File: config.mk
export PLATFORM = sky130hd
export DESIGN_NAME = shift_jis_to_utf8_stream
export DESIGN_NICKNAME = d
export VERILOG_FILES = /design/src/design/sjs_pkg.sv /design/src/design/sjs_fifo.sv /design/src/design/sjs_front.sv /design/src/design/sjs_back.sv /design/src/design/shift_jis_to_utf8_stream.sv
export SDC_FILE = /design/constraint.sdc
export NUM_CORES = 1
export LEC_CHECK = 0
export ABC_AREA = 1
export ABC_CLOCK_PERIOD_IN_PS = 4100
export CORE_ASPECT_RATIO = 1.25
export CORE_MARGIN = 8
export CORE_UTILIZATION = 40
export DETAILED_ROUTE_END_ITERATION = 8
export DONT_BUFFER_PORTS = 1
export HOLD_SLACK_MARGIN = 0.02
export SYNTH_ARGS = -nofsm -noshare
export SYNTH_HDL_FRONTEND = slang
export SYNTH_SLANG_ARGS = --single-unit
File: constraint.sdc
create_clock -name clk -period 4.1 [get_ports clk]
set_input_delay 0.205 -clock clk [delete_from_list [all_inputs] [get_ports clk]]
set_output_delay 0.205 -clock clk [all_outputs]
set_load 0.05 [all_outputs]
File: src/design/sjs_pkg.sv
// ----------------------------------------------------------------------------
// sjs_pkg
// shared types, constants and the double-byte range lookup for the
// shift-jis to utf-8 stream converter
// ----------------------------------------------------------------------------
package sjs_pkg;

	// default depth of the queue between front and back (power of two, >= 2)
	localparam int unsigned QueueDepth = 4;

	localparam int unsigned RangeCount = 20;

	localparam logic [15:0] CpReplacement = 16'hFFFD;
	localparam logic [15:0] KanaCpBase    = 16'hFF61;
	localparam logic [7:0]  KanaFirst     = 8'hA1;
	localparam logic [7:0]  KanaLast      = 8'hDF;
	localparam logic [7:0]  AsciiLimit    = 8'h80;
	localparam logic [7:0]  NulByte       = 8'h00;

	// work item handed from front to back
	typedef struct packed {
		logic        has_cp;  // a code point is to be encoded
		logic [15:0] cp;      // the code point
		logic        term;    // a terminator follows
	} sjs_entry_t;

	localparam logic [15:0] RangeLo [RangeCount] = '{
		16'h8140, 16'h824F, 16'h8260, 16'h8281, 16'h829F,
		16'h8340, 16'h8380, 16'h839F, 16'h83B0, 16'h83BF,
		16'h83D0, 16'h8440, 16'h8446, 16'h8447, 16'h8470,
		16'h8476, 16'h8477, 16'h8480, 16'h8740, 16'h8754
	};

	localparam logic [15:0] RangeHi [RangeCount] = '{
		16'h8142, 16'h8258, 16'h8279, 16'h829A, 16'h82F1,
		16'h837E, 16'h8396, 16'h83AF, 16'h83B6, 16'h83CF,
		16'h83D6, 16'h8445, 16'h8446, 16'h8460, 16'h8475,
		16'h8476, 16'h847E, 16'h8491, 16'h8753, 16'h875D
	};

	localparam logic [15:0] RangeBase [RangeCount] = '{
		16'h3000, 16'hFF10, 16'hFF21, 16'hFF41, 16'h3041,
		16'h30A1, 16'h30E0, 16'h0391, 16'h03A3, 16'h03B1,
		16'h03C3, 16'h0410, 16'h0401, 16'h0416, 16'h0430,
		16'h0451, 16'h0436, 16'h043E, 16'h2460, 16'h2160
	};

	// ranges are disjoint: parallel compares select one offset, one add
	function automatic logic [15:0] sjs_lookup(input logic [15:0] code);
		logic        hit;
		logic [15:0] ofs;
		hit = 1'b0;
		ofs = 16'h0000;
		for (int i = 0; i < RangeCount; i++) begin
			if (code >= RangeLo[i] && code <= RangeHi[i]) begin
				hit = 1'b1;
				ofs = RangeBase[i] - RangeLo[i];
			end
		end
		return hit ? code + ofs : CpReplacement;
	endfunction

endpackage

File: src/design/sjs_fifo.sv
// ----------------------------------------------------------------------------
// sjs_fifo
// short register queue of work items between front and back
// ----------------------------------------------------------------------------
module sjs_fifo #(
	parameter int unsigned DEPTH = sjs_pkg::QueueDepth
) (
	input  logic                clk,
	input  logic                arst_n,
	input  logic                push,
	input  sjs_pkg::sjs_entry_t push_data,
	input  logic                pop,
	output sjs_pkg::sjs_entry_t head,
	output logic                not_empty,
	output logic                full
);

	localparam int unsigned PW = $clog2(DEPTH);
	localparam int unsigned CW = PW + 1;

	sjs_pkg::sjs_entry_t slot_q [DEPTH];
	logic [PW-1:0] wr_ptr_q;
	logic [PW-1:0] rd_ptr_q;
	logic [CW-1:0] count_q;

	assign head      = slot_q[rd_ptr_q];
	assign not_empty = (count_q != '0);
	assign full      = (count_q == CW'(DEPTH));

	always_ff @(posedge clk or negedge arst_n) begin
		if (!arst_n) begin
			wr_ptr_q <= '0;
			rd_ptr_q <= '0;
			count_q  <= '0;
		end else begin
			if (push) begin
				wr_ptr_q <= wr_ptr_q + PW'(1);
			end
			if (pop) begin
				rd_ptr_q <= rd_ptr_q + PW'(1);
			end
			if (push && !pop) begin
				count_q <= count_q + CW'(1);
			end else if (pop && !push) begin
				count_q <= count_q - CW'(1);
			end
		end
	end

	always_ff @(posedge clk) begin
		if (push) begin
			slot_q[wr_ptr_q] <= push_data;
		end
	end

endmodule

File: src/design/sjs_front.sv
// ----------------------------------------------------------------------------
// sjs_front
// accepts shift-jis bytes, pairs lead and trail, resolves code points
// ----------------------------------------------------------------------------
module sjs_front (
	input  logic                clk,
	input  logic                arst_n,
	input  logic                s_tvalid,
	output logic                s_tready,
	input  logic [7:0]          s_tdata,
	input  logic                s_tlast,
	input  logic                q_full,
	output logic                q_push,
	output sjs_pkg::sjs_entry_t q_data
);

	logic [7:0] held_lead_q;
	logic       lead_waiting_q;
	logic       dropping_rest_q;

	logic       accept;
	logic       emit;
	logic [7:0] held_lead_d;
	logic       lead_waiting_d;
	logic       dropping_rest_d;

	assign s_tready = !q_full;
	assign accept   = s_tvalid && s_tready;
	assign q_push   = accept && emit;

	always_comb begin
		emit            = 1'b0;
		q_data.has_cp   = 1'b0;
		q_data.cp       = sjs_pkg::CpReplacement;
		q_data.term     = s_tlast;
		held_lead_d     = held_lead_q;
		lead_waiting_d  = lead_waiting_q;
		dropping_rest_d = dropping_rest_q;
		priority if (dropping_rest_q) begin
			// swallow the tail after a nul
			if (s_tlast) begin
				dropping_rest_d = 1'b0;
			end
		end else if (s_tdata == sjs_pkg::NulByte) begin
			emit            = 1'b1;
			q_data.has_cp   = lead_waiting_q;
			q_data.term     = 1'b1;
			lead_waiting_d  = 1'b0;
			held_lead_d     = 8'h00;
			dropping_rest_d = !s_tlast;
		end else if (lead_waiting_q) begin
			emit           = 1'b1;
			q_data.has_cp  = 1'b1;
			q_data.cp      = sjs_pkg::sjs_lookup({held_lead_q, s_tdata});
			lead_waiting_d = 1'b0;
			held_lead_d    = 8'h00;
		end else if (s_tdata < sjs_pkg::AsciiLimit) begin
			emit          = 1'b1;
			q_data.has_cp = 1'b1;
			q_data.cp     = {8'h00, s_tdata};
		end else if (s_tdata >= sjs_pkg::KanaFirst && s_tdata <= sjs_pkg::KanaLast) begin
			emit          = 1'b1;
			q_data.has_cp = 1'b1;
			q_data.cp     = sjs_pkg::KanaCpBase + {8'h00, s_tdata - sjs_pkg::KanaFirst};
		end else if (s_tlast) begin
			// lead byte with nothing after it
			emit          = 1'b1;
			q_data.has_cp = 1'b1;
		end else begin
			held_lead_d    = s_tdata;
			lead_waiting_d = 1'b1;
		end
	end

	always_ff @(posedge clk or negedge arst_n) begin
		if (!arst_n) begin
			held_lead_q     <= 8'h00;
			lead_waiting_q  <= 1'b0;
			dropping_rest_q <= 1'b0;
		end else if (accept) begin
			held_lead_q     <= held_lead_d;
			lead_waiting_q  <= lead_waiting_d;
			dropping_rest_q <= dropping_rest_d;
		end
	end

endmodule

File: src/design/sjs_back.sv
// ----------------------------------------------------------------------------
// sjs_back
// expands each work item into utf-8 bytes and, when flagged, a terminator, one per cycle unless m_tready stalls
// ----------------------------------------------------------------------------
module sjs_back (
	input  logic                clk,
	input  logic                arst_n,
	input  sjs_pkg::sjs_entry_t head,
	input  logic                head_valid,
	output logic                q_pop,
	output logic                m_tvalid,
	input  logic                m_tready,
	output logic [7:0]          m_tdata,
	output logic                m_tlast,
	output logic                m_tuser
);

	logic [1:0] idx_q;
	logic       m_tvalid_q;
	logic [7:0] m_tdata_q;
	logic       m_tlast_q;
	logic       m_tuser_q;

	logic [1:0] n_cp;
	logic [2:0] total;
	logic       is_last;
	logic       load;
	logic [7:0] byte_d;
	logic       done_d;

	always_comb begin
		if (!head.has_cp) begin
			n_cp = 2'd0;
		end else if (head.cp < 16'h0080) begin
			n_cp = 2'd1;
		end else if (head.cp < 16'h0800) begin
			n_cp = 2'd2;
		end else begin
			n_cp = 2'd3;
		end
	end

	assign total   = {1'b0, n_cp} + {2'b00, head.term};
	assign is_last = ({1'b0, idx_q} + 3'd1) == total;
	assign load    = head_valid && (!m_tvalid_q || m_tready);
	assign q_pop   = load && is_last;

	always_comb begin
		byte_d = 8'h00;
		done_d = 1'b0;
		if (idx_q >= n_cp) begin
			done_d = 1'b1;
		end else begin
			unique case (n_cp)
				2'd1: byte_d = head.cp[7:0];
				2'd2: begin
					if (idx_q == 2'd0) begin
						byte_d = {3'b110, head.cp[10:6]};
					end else begin
						byte_d = {2'b10, head.cp[5:0]};
					end
				end
				2'd3: begin
					if (idx_q == 2'd0) begin
						byte_d = {4'b1110, head.cp[15:12]};
					end else if (idx_q == 2'd1) begin
						byte_d = {2'b10, head.cp[11:6]};
					end else begin
						byte_d = {2'b10, head.cp[5:0]};
					end
				end
				default: byte_d = 8'h00;
			endcase
		end
	end

	always_ff @(posedge clk or negedge arst_n) begin
		if (!arst_n) begin
			idx_q      <= 2'd0;
			m_tvalid_q <= 1'b0;
		end else begin
			if (load) begin
				idx_q <= is_last ? 2'd0 : idx_q + 2'd1;
			end
			if (load) begin
				m_tvalid_q <= 1'b1;
			end else if (m_tready) begin
				m_tvalid_q <= 1'b0;
			end
		end
	end

	always_ff @(posedge clk) begin
		if (load) begin
			m_tdata_q <= byte_d;
			m_tlast_q <= is_last;
			m_tuser_q <= done_d;
		end
	end

	assign m_tvalid = m_tvalid_q;
	assign m_tdata  = m_tdata_q;
	assign m_tlast  = m_tlast_q;
	assign m_tuser  = m_tuser_q;

endmodule

File: src/design/shift_jis_to_utf8_stream.sv
// ----------------------------------------------------------------------------
// shift_jis_to_utf8_stream
// byte stream converter from shift-jis text to utf-8 with string terminators
// ----------------------------------------------------------------------------
//  channel  dir  tdata               tlast          tuser
//  s_*      in   [7:0] in_byte       end_of_string  -
//  m_*      out  [7:0] out_byte      last_of_run    string_done
//
// an input transaction is taken while the queue has room; it yields 0 to 4
// output transactions, one per cycle unless m_tready stalls, from the back
// end's byte serialiser, which sets the sustained rate (3 bytes per kana or
// kanji character, 1 for ascii). an input passes the queue slot, then the
// output register. reset clears lead/drop state, queue pointers and output
// valid. either side may stall freely: the queue decouples them.
// ----------------------------------------------------------------------------
module shift_jis_to_utf8_stream #(
	parameter int unsigned QUEUE_DEPTH = sjs_pkg::QueueDepth
) (
	input  logic       clk,
	input  logic       arst_n,
	input  logic       s_tvalid,
	output logic       s_tready,
	input  logic [7:0] s_tdata,   // [7:0] in_byte
	input  logic       s_tlast,   // end_of_string
	output logic       m_tvalid,
	input  logic       m_tready,
	output logic [7:0] m_tdata,   // [7:0] out_byte
	output logic       m_tlast,   // last_of_run
	output logic       m_tuser    // [0] string_done
);

	// front to queue
	sjs_pkg::sjs_entry_t push_data;
	logic                push;
	logic                q_full;

	// queue to back
	sjs_pkg::sjs_entry_t head;
	logic                head_valid;
	logic                pop;

	// classifies bytes, holds the lead byte and resolves the code point
	sjs_front u_front (
		.clk      (clk),
		.arst_n   (arst_n),
		.s_tvalid (s_tvalid),
		.s_tready (s_tready),
		.s_tdata  (s_tdata),
		.s_tlast  (s_tlast),
		.q_full   (q_full),
		.q_push   (push),
		.q_data   (push_data)
	);

	// short queue of resolved work items
	sjs_fifo #(
		.DEPTH (QUEUE_DEPTH)
	) u_fifo (
		.clk       (clk),
		.arst_n    (arst_n),
		.push      (push),
		.push_data (push_data),
		.pop       (pop),
		.head      (head),
		.not_empty (head_valid),
		.full      (q_full)
	);

	// utf-8 encoder and output register
	sjs_back u_back (
		.clk        (clk),
		.arst_n     (arst_n),
		.head       (head),
		.head_valid (head_valid),
		.q_pop      (pop),
		.m_tvalid   (m_tvalid),
		.m_tready   (m_tready),
		.m_tdata    (m_tdata),
		.m_tlast    (m_tlast),
		.m_tuser    (m_tuser)
	);

endmodule

==> results.yml, run 1 <==
layout:
  diodes: 0
  drive_gt1_share_pct: 13.3
  nets: 1024
  final_util_pct: 45.3
  area_delta_synth_final_pct: 11.2
  layout.cells.non_filler: 1211
synthesis:
  synth-edff-count: 82
  ys_seq_area_share_pct: 40.4
  synthesis.area_um2: 7340
  synth_top_area_share_pct: 33.5
  syn_nets: 1005
  ys.warnings.count: 0
  syn_area_per_cell_um2: 7.66
  async_reset_ff_share_pct: 19.6
  ys.flop_type: "edfxtp_1"
  yosys-top-cells-area: "edfxtp_1 (34%), nand2_1 (13%), dfrtp_1 (6.8%)"
  ys_seq_elements: 102
  synth_top_area_cell: "edfxtp_1"
  synth.distinct_cells: 52
  syn_inst: 959
timing:
  fin_tns_setup_ns: 0
  tightest_slew_ns: 1.01
  post-route-period-util_pct: 95.1
  fin_crit_ns: 3.90
  maxSlewViolCount: 0
  hold_viol: 0
  fmax_ghz: 0.256
  setup_violations: 0
  slew_headroom_pct: 32.6
  finalClockSkew_ns: 0.0114
cts:
  cts_tree: "built"
  clk_pin_slew_ns: 0.07
  cts_root_buf: "clkbuf_16"
  cts_max_path_buffers: 2
  cts_made_buffers: 9
  htreeDepth: 3
  insertion_delay_ns: 0.34
  cts_sinks: 102
routing:
  drc: 0
  vias_per_cell: 5.49
  drtPass1Iterations: 5
  met3_length_um: 779
  wl_um: 22000
  routed.top_layer: "met4"
  wl_per_cell_um: 18.2
  drtIter0Drc: 458
  wl_met2_um: 11400
  wl_met1_um: 8560
  ant_nets: 0
  vias: 6643
floorplanning:
  core_um2: 18000
  fp.dieArea_um2: 23000
  num_rows: 55
  start_util_pct: 40.7
  die_x_um: 137
  die_h_um: 167
  io_pins: 25
run:
  cap_violations: 0
grt:
  grt_max_degree: 39
  antenna_found_initial: 0
  grt_usage_pct: 19.7
  overflow: 0
  grt_first_pass_wirelength_um: 35300
  first_global_vias: 6550
placed_design:
  place_congestion: 1.04
  portBuffers: 0
  dp_hpwl_um: 16700
  dp.cells: 1192
worst_setup_path:
  required_ns: 4.16
  cp-end-kind: "flip-flop"
  crit_type: "reg2reg"
  path_max_fanout: 8
  start_kind: "flip-flop"
  cp.arrival_ns: 3.96
run_status:
  status: "completed"
worst_hold_path:
  min_path_type: "in2reg"
## layout by cell type, fill, tap and decap left out, types with 14 or more instances in the layout
cell type  instances
dfrtp_1           14
a21oi_1           35
edfxtp_1          82
nand2_1          257
nor3_1            19
nand3_1           73
nand4_1           17
buf_4             32
o21ai_0           51
nor2_1            85
ha_1              29
inv_1            103
o21ai_1           14
## sequential cells by signal, summed over array words and instances (netlist names)
register and flops:
u_back.idx_q 2, u_front.dropping_rest_q 1, u_back.m_tvalid 1, u_fifo.rd_ptr_q 2
u_back.m_tdata 8, u_front.held_lead_q 8, u_fifo.slot_q 72, u_back.m_tlast 1
u_fifo.wr_ptr_q 2, u_front.lead_waiting_q 1, u_back.m_tuser 1, u_fifo.count_q 3
## cells by family (layout without fill, tap and decap cells)
group	after synthesis	count (layout)	synth area share, %
AO/OA/AOI/OAI	150	150	11.7
XOR/XNOR	22	22	2.62
adder cells (fa/ha/maj)	33	33	5.83
buffers and inverters	146	170	8.52
flip-flops	102	102	40.4
AND/OR/NAND/NOR	506	506	31.0
## synth_stat cells, drive strengths merged (11+ instances only)
| master | number |
|---|---|
| nand4 | 19 |
| ha | 31 |
| a21oi | 40 |
| nand3 | 80 |
| o21ai | 70 |
| edfxtp | 82 |
| dfrtp | 20 |
| nor3 | 21 |
| inv | 114 |
| nand2 | 273 |
| buf | 25 |
| nor2 | 103 |
| xnor2 | 11 |
| xor2 | 11 |
## layer usage
layer / vias up / track usage, %
li1: 3242 / -
met1: 3136 / 21.5
met2: 195 / 35.6
met3: 70 / 2.13
met4: 0 / 11.5
met5: - / 0
## stage by stage
stage	hold slack (ns)	instance area, um^2	setup slack (ns)
2_1_floorplan	-0.0906	7340	0.498
3_3_place_gp	-0.0894	7720	0.0733
3_5_place_dp	-0.0893	7720	0.0652
4_1_cts	0.0267	8040	0.0292
5_1_grt	0.0371	8160	-0.0164
6_report	0.0349	8160	0.199
## path summary, 6_finish.rpt
kind	to	start	slack [ns]	cells past startpoint
max	u_fifo.slot_q[1][7]$_DFFE_PP_	u_front.held_lead_q[5]$_DFFE_PN0P_	0.20	20
min	u_front.held_lead_q[4]$_DFFE_PN0P_	s_tdata[4]	0.03	2
max reg2reg	u_fifo.slot_q[1][7]$_DFFE_PP_	u_front.held_lead_q[5]$_DFFE_PN0P_	0.20	20
min reg2reg	u_fifo.count_q[0]$_DFFE_PN0P_	u_fifo.count_q[0]$_DFFE_PN0P_	0.54	1
max in group asynchronous	u_front.held_lead_q[0]$_DFFE_PN0P_	arst_n	2.94	1
min in group asynchronous	u_fifo.count_q[0]$_DFFE_PN0P_	arst_n	0.48	1
## area by class of cell
| class | count | area (um^2) |
|---|---|---|
| Timing Repair Buffer | 37 | 312 |
| Inverter | 117 | 442 |
| Tap cell | 228 | 285 |
| Sequential cell | 102 | 2970 |
| Fill cell | 1876 | 9870 |
| Clock inverter | 6 | 41.3 |
| Clock buffer | 10 | 250 |
| Multi-Input combinational cell | 711 | 3860 |
## worst max-delay path, stage by stage, from the launching register on
cell	delay [ns]
dfrtp_2	0.45
nor2_4	0.20
nand2_4	0.10
nand2_2	0.11
nand2_4	0.10
nor2_4	0.20
o21ai_1	0.10
nand2_1	0.12
nand4_1	0.09
or3b_2	0.47
ha_1	0.22
fa_2	0.36
nand3_1	0.08
nand2_1	0.07
buf_4	0.15
a21oi_1	0.11
o21bai_1	0.09
xnor2_1	0.21
nand2_1	0.14
nand2_1	0.09
nand2_1	0.15
## what timing repair did
item | 4_1_cts | 5_1_grt
gates resized for setup | 0 | 44
hold endpoints to repair | 21 | 0
setup endpoints to repair | 0 | 42
buffers inserted | 0 | 1
hold buffers | 2 | 0
Power of run 1 is not shown: default switching activity piles up to over one toggle a cycle in this logic, so the estimate is an artifact.
==> run 2, diff against run 1 <==
CAP_MARGIN = 30   (was default)
SETUP_SLACK_MARGIN = 0.5   (was default)
==> run 2 against run 1 <==
  * Sequential cell count unchanged
  * Final area grew 11%
  * Routed wire length is 6.6% higher
  * Global-route usage up 0.37 points
  * Clock skew down 0.0024 ns
  * Hold slack improved by 0.016 ns
  * Worst setup slack better by 0.22 ns
==> results.yml, run 2 (same netlist as run 1, synthesis figures left out) <==
run_status:
  status: "completed"
worst_setup_path:
  crit_type: "reg2reg"
  start_kind: "flip-flop"
  cp-end-kind: "flip-flop"
  path_max_fanout: 6
  r2r-end: "u_fifo.slot_q[0][15]$_DFFE_PP_"
  timing.rr.start: "u_front.held_lead_q[0]$_DFFE_PN0P_"
  cp.arrival_ns: 3.73
  required_ns: 4.15
  r2r_slack_ns: 0.42
  reg2reg_depth: 22
grt:
  gr-usage-met1_pct: 21.8
  overflow: 0
  antenna_found_initial: 0
  grt_max_degree: 39
  gr-usage-met2_pct: 35.1
  grt_first_pass_wirelength_um: 35800
  grtUsageMet3_pct: 2.87
  grt_usage_pct: 20.1
  first_global_vias: 6742
  busiest_layer: "met2"
layout:
  drive_gt1_share_pct: 25.1
  final_cell_area_um2: 9040
  largest_register: "u_fifo.slot_q"
  area_delta_synth_final_pct: 23.2
  nets: 1071
  largest_reg_flops: 72
  final_common_cell: "nand2_1"
  diodes: 0
  layout.cells.non_filler: 1258
  final_cell_mix: "nand2_1 (234), inv_1 (95), edfxtp_1 (82)"
timing:
  hold_viol: 0
  maxSlewViolCount: 0
  hold_ws_ns: 0.0506
  tightest_slew_ns: 0.951
  post-route-period-util_pct: 89.7
  grt_setup_unrepaired: "yes"
  fin_tns_setup_ns: 0
  fin_crit_ns: 3.68
  slew_headroom_pct: 36.6
  fmax_ghz: 0.272
  finalClockSkew_ns: 0.00898
  setup_violations: 0
routing:
  wl_um: 23500
  ant_nets: 0
  vias: 6965
  drc: 0
  drtIter0Drc: 378
  wl_per_cell_um: 18.7
  vias_per_cell: 5.54
  drtPass1Iterations: 5
placed_design:
  place_congestion: 0.981
  portBuffers: 0
  dp.cells: 1187
  dp_hpwl_um: 16700
  postPlaceCellArea_um2: 7690
floorplanning:
  start_util_pct: 40.7
  io_pins: 25
  core_um2: 18000
  die_x_um: 137
  num_rows: 55
  die_h_um: 167
  fp.dieArea_um2: 23000
cts:
  cts_root_buf: "clkbuf_16"
  cts_tree: "built"
  cts_sinks: 102
  htreeDepth: 3
  insertion_delay_ns: 0.35
  cts_max_path_buffers: 2
  clk_pin_slew_ns: 0.06
  cts_made_buffers: 9
worst_hold_path:
  holdPathStages: 2
  min-delay-start: "s_tdata[0]"
  min_path_type: "in2reg"
  holdPathEnd: "u_front.held_lead_q[0]$_DFFE_PN0P_"
run:
  cap_violations: 0
run 2: cell count changes in the layout (fill, tap and decap cells not counted), moves of 8 or more:
cell and change:
buf_4 +36, ha_1 -8, ha_4 +8, inv_1 -8, inv_2 +8, nand2_1 -23, nand2_2 +17, nand3_1 -9
nor2_1 -14, o21ai_0 -10
run 2: how the worst max path moves through the flow:
stage / end / cells after the start / startpoint
after floorplan: u_fifo.slot_q[0][15]$_DFFE_PP_ / 24 / u_front.held_lead_q[5]$_DFFE_PN0P_
after global placement: u_fifo.slot_q[2][12]$_DFFE_PP_ / 20 / u_front.held_lead_q[1]$_DFFE_PN0P_
after detailed placement: u_fifo.slot_q[3][15]$_DFFE_PP_ / 23 / u_front.held_lead_q[1]$_DFFE_PN0P_
after CTS: u_fifo.slot_q[0][15]$_DFFE_PP_ / 24 / u_front.held_lead_q[4]$_DFFE_PN0P_
after global routing: u_fifo.slot_q[2][15]$_DFFE_PP_ / 25 / u_front.held_lead_q[5]$_DFFE_PN0P_
final: u_fifo.slot_q[0][15]$_DFFE_PP_ / 22 / u_front.held_lead_q[0]$_DFFE_PN0P_
run 2: final cells by class:
cell class                      count  area [um^2]
Sequential cell                   102         2970
Inverter                          117          442
Multi-Input combinational cell    711         4330
Tap cell                          228          285
Timing Repair Buffer               84          748
Clock inverter                      4         25.0
Clock buffer                       12          236
Fill cell                        1752         8990
run 2: metrics by stage:
stage	utilization, %	setup WS (ns)
detailed placement	42.6	0.0867
global route	50.2	0.234
floorplan	-	0.547
CTS	47.0	0.465
finish	50.2	0.423
global placement	42.6	0.119
run 2: what timing repair did:
| action | 4_1_cts | 5_1_grt |
|---|---|---|
| hold endpoints to repair | 23 | 0 |
| gates resized for setup | 90 | 82 |
| setup buffers | 23 | 25 |
| endpoints found under the setup margin | 46 | 42 |
| hold buffers | 4 | 0 |
| pin swaps | 36 | 52 |
| gates cloned | 0 | 2 |
run 2: metal layers:
metal  vias up  share of wire [%]
li1       3347                  -
met1      3306                 38
met2       226                 51
met3        86                4.3
met4         0                6.9
met5         -                  0
run 2: worst max-delay path: stages (launching register included):
cell and delay, ns:
dfrtp_2 0.47, buf_4 0.14, buf_4 0.12, nor2_1 0.05
nand2_2 0.14, inv_1 0.08, nand4_1 0.20, nand4_1 0.18
or3b_4 0.45, ha_4 0.18, fa_2 0.35, nand3_2 0.10
nand2_4 0.07, nand3_2 0.09, o2111ai_2 0.15, nand2_1 0.11
inv_2 0.04, o21ai_2 0.11, nand2_1 0.06, nand2_1 0.05
nand3_1 0.07, nand2_1 0.08, nand2_2 0.08
Power of run 2 is left out for the same reason.
==> run 3, diff against run 2 <==
ABC_CLOCK_PERIOD_IN_PS = 4000   (was 4100)
clock period = 4 ns   (was 4.1 ns; I/O delays follow)
==> run 3 against run 2 <==
  * Final cell count increased by 1.5%
  * Sequential share of layout area shrank 1.0 points
  * Sequential cell count unchanged
  * Final area up 3.2%
  * Maximum frequency grew 1.7%
  * Register-to-register slack worse by 0.04 ns
  * Global-route usage decreased by 0.54 points
  * Clock skew up 0.0017 ns
  * Critical endpoint is now u_fifo.slot_q[3][15]$_DFFE_PP_
==> results.yml, run 3 (same netlist as run 1, synthesis figures left out) <==
floorplanning:
  die_h_um: 167
  num_rows: 55
  io_pins: 25
  fp.dieArea_um2: 23000
  start_util_pct: 40.7
  die_x_um: 137
  core_um2: 18000
worst_setup_path:
  worst_path_most_repeated_cell: "nand2_1"
  cp.arrival_ns: 3.66
  r2r-end: "u_fifo.slot_q[3][15]$_DFFE_PP_"
  path_max_fanout: 6
  path_cells: "nor2_4 > nand2_4 > nor2_8 > a21oi_1 > o21ai_2 > nand4_1 > or3b_4 > ha_4 > fa_2 > nand3_2 > nand2_2 > nand3_2 > o2111ai_2 > nand2_1 > inv_2 > o21ai_2 > nand2_1 > nand2_1 > nand3_1 > nand2_1 > nand2_2"
  r2r_slack_ns: 0.38
  worstSetupPathDepth: 21
  critPathCapture: "u_fifo.slot_q[3][15]$_DFFE_PP_"
  start_kind: "flip-flop"
  required_ns: 4.04
  timing.rr.start: "u_front.held_lead_q[5]$_DFFE_PN0P_"
  max_stage_delay_ns: 0.44
  cp-end-kind: "flip-flop"
  cp-startpoint: "u_front.held_lead_q[5]$_DFFE_PN0P_"
  critPathBufInv: 1
  crit_path_top_delay_cell: "dfrtp_2"
  path_delay_family: "simple AND/OR/NAND/NOR gates"
  crit_type: "reg2reg"
  reg2reg_depth: 21
grt:
  overflow: 0
  antenna_found_initial: 0
  grt_max_degree: 29
  first_global_vias: 6613
  grt_first_pass_wirelength_um: 34900
  grt_usage_pct: 19.5
layout:
  largest_reg_flops: 72
  final_cell_mix: "nand2_1 (227), inv_1 (94), buf_4 (85)"
  final_util_pct: 51.7
  largest_register: "u_fifo.slot_q"
  final_common_cell: "nand2_1"
  final_cell_area_um2: 9330
  nets: 1090
  diodes: 0
  area_delta_synth_final_pct: 27.1
  drive_gt1_share_pct: 28.4
routing:
  wl_per_cell_um: 18.4
  vias_per_cell: 5.50
  vias: 7022
  drtPass1Iterations: 5
  drc: 0
  drtIter0Drc: 500
  wl_um: 23500
  ant_nets: 0
timing:
  fin_tns_setup_ns: 0
  maxSlewViolCount: 0
  post-route-period-util_pct: 90.4
  hold_ws_ns: 0.0546
  tightest_slew_ns: 0.952
  grt_setup_unrepaired: "yes"
  setup_violations: 0
  finalClockSkew_ns: 0.0107
  hold_viol: 0
  fin_crit_ns: 3.62
  slew_headroom_pct: 36.6
  fmax_ghz: 0.277
cts:
  clk_pin_slew_ns: 0.07
  cts_made_buffers: 9
  insertion_delay_ns: 0.34
  cts_root_buf: "clkbuf_16"
  cts_sinks: 102
  htreeDepth: 3
  cts_max_path_buffers: 2
  cts_tree: "built"
worst_hold_path:
  min_path_type: "in2reg"
placed_design:
  dp_hpwl_um: 16700
  postPlaceCellArea_um2: 7750
  place_congestion: 1.02
  portBuffers: 0
run_status:
  status: "completed"
run:
  cap_violations: 0
run 3: cell count changes in the layout (fill, tap and decap cells not counted), sizes merged:
cell / delta
buf: +17
bufbuf: +1
bufinv: +1
clkbuf: -1
clkinv: +3
clkinvlp: -1
inv: -1
run 3: how the worst min path moves through the flow:
stage	from	end	slack, ns	cells past startpoint
after detailed placement	arst_n	u_front.dropping_rest_q$_DFFE_PN0P_	-0.09	0
after CTS	s_tdata[0]	u_front.held_lead_q[0]$_DFFE_PN0P_	0.05	2
after global routing	s_tdata[0]	u_front.held_lead_q[0]$_DFFE_PN0P_	0.06	2
final	s_tdata[0]	u_front.held_lead_q[0]$_DFFE_PN0P_	0.05	2
after floorplan	arst_n	u_back.idx_q[0]$_DFFE_PN0P_	-0.1	0
after global placement	arst_n	u_front.dropping_rest_q$_DFFE_PN0P_	-0.09	0
run 3: what timing repair did:
item | 4_1_cts | 5_1_grt
hold buffers | 4 | 0
gates resized for setup | 84 | 103
hold endpoints to repair | 23 | 0
pin swaps | 32 | 50
buffers inserted | 29 | 30
endpoints found under the setup margin | 54 | 46
gates cloned | 1 | 3
run 3: layer usage:
metal	wire, um	global-route usage [%]
met1	8840	21.3
met2	11800	33.9
met3	1150	3.05
met4	1710	12.9
met5	0	0
run 3: area by class of cell:
cell class,count,area (um^2)
Timing Repair Buffer,103,941
Fill cell,1727,8700
Tap cell,228,285
Sequential cell,102,2970
Multi-Input combinational cell,711,4380
Clock buffer,10,229
Clock inverter,6,61.3
Inverter,117,458
run 3: metrics by stage:
stage,setup slack [ns],cells
6_report,0.384,1277
5_1_grt,0.145,1277
4_1_cts,0.388,1243
3_5_place_dp,0.00802,1193
3_3_place_gp,0.0155,1193
2_1_floorplan,0.512,959
Power of run 3 is left out for the same reason.
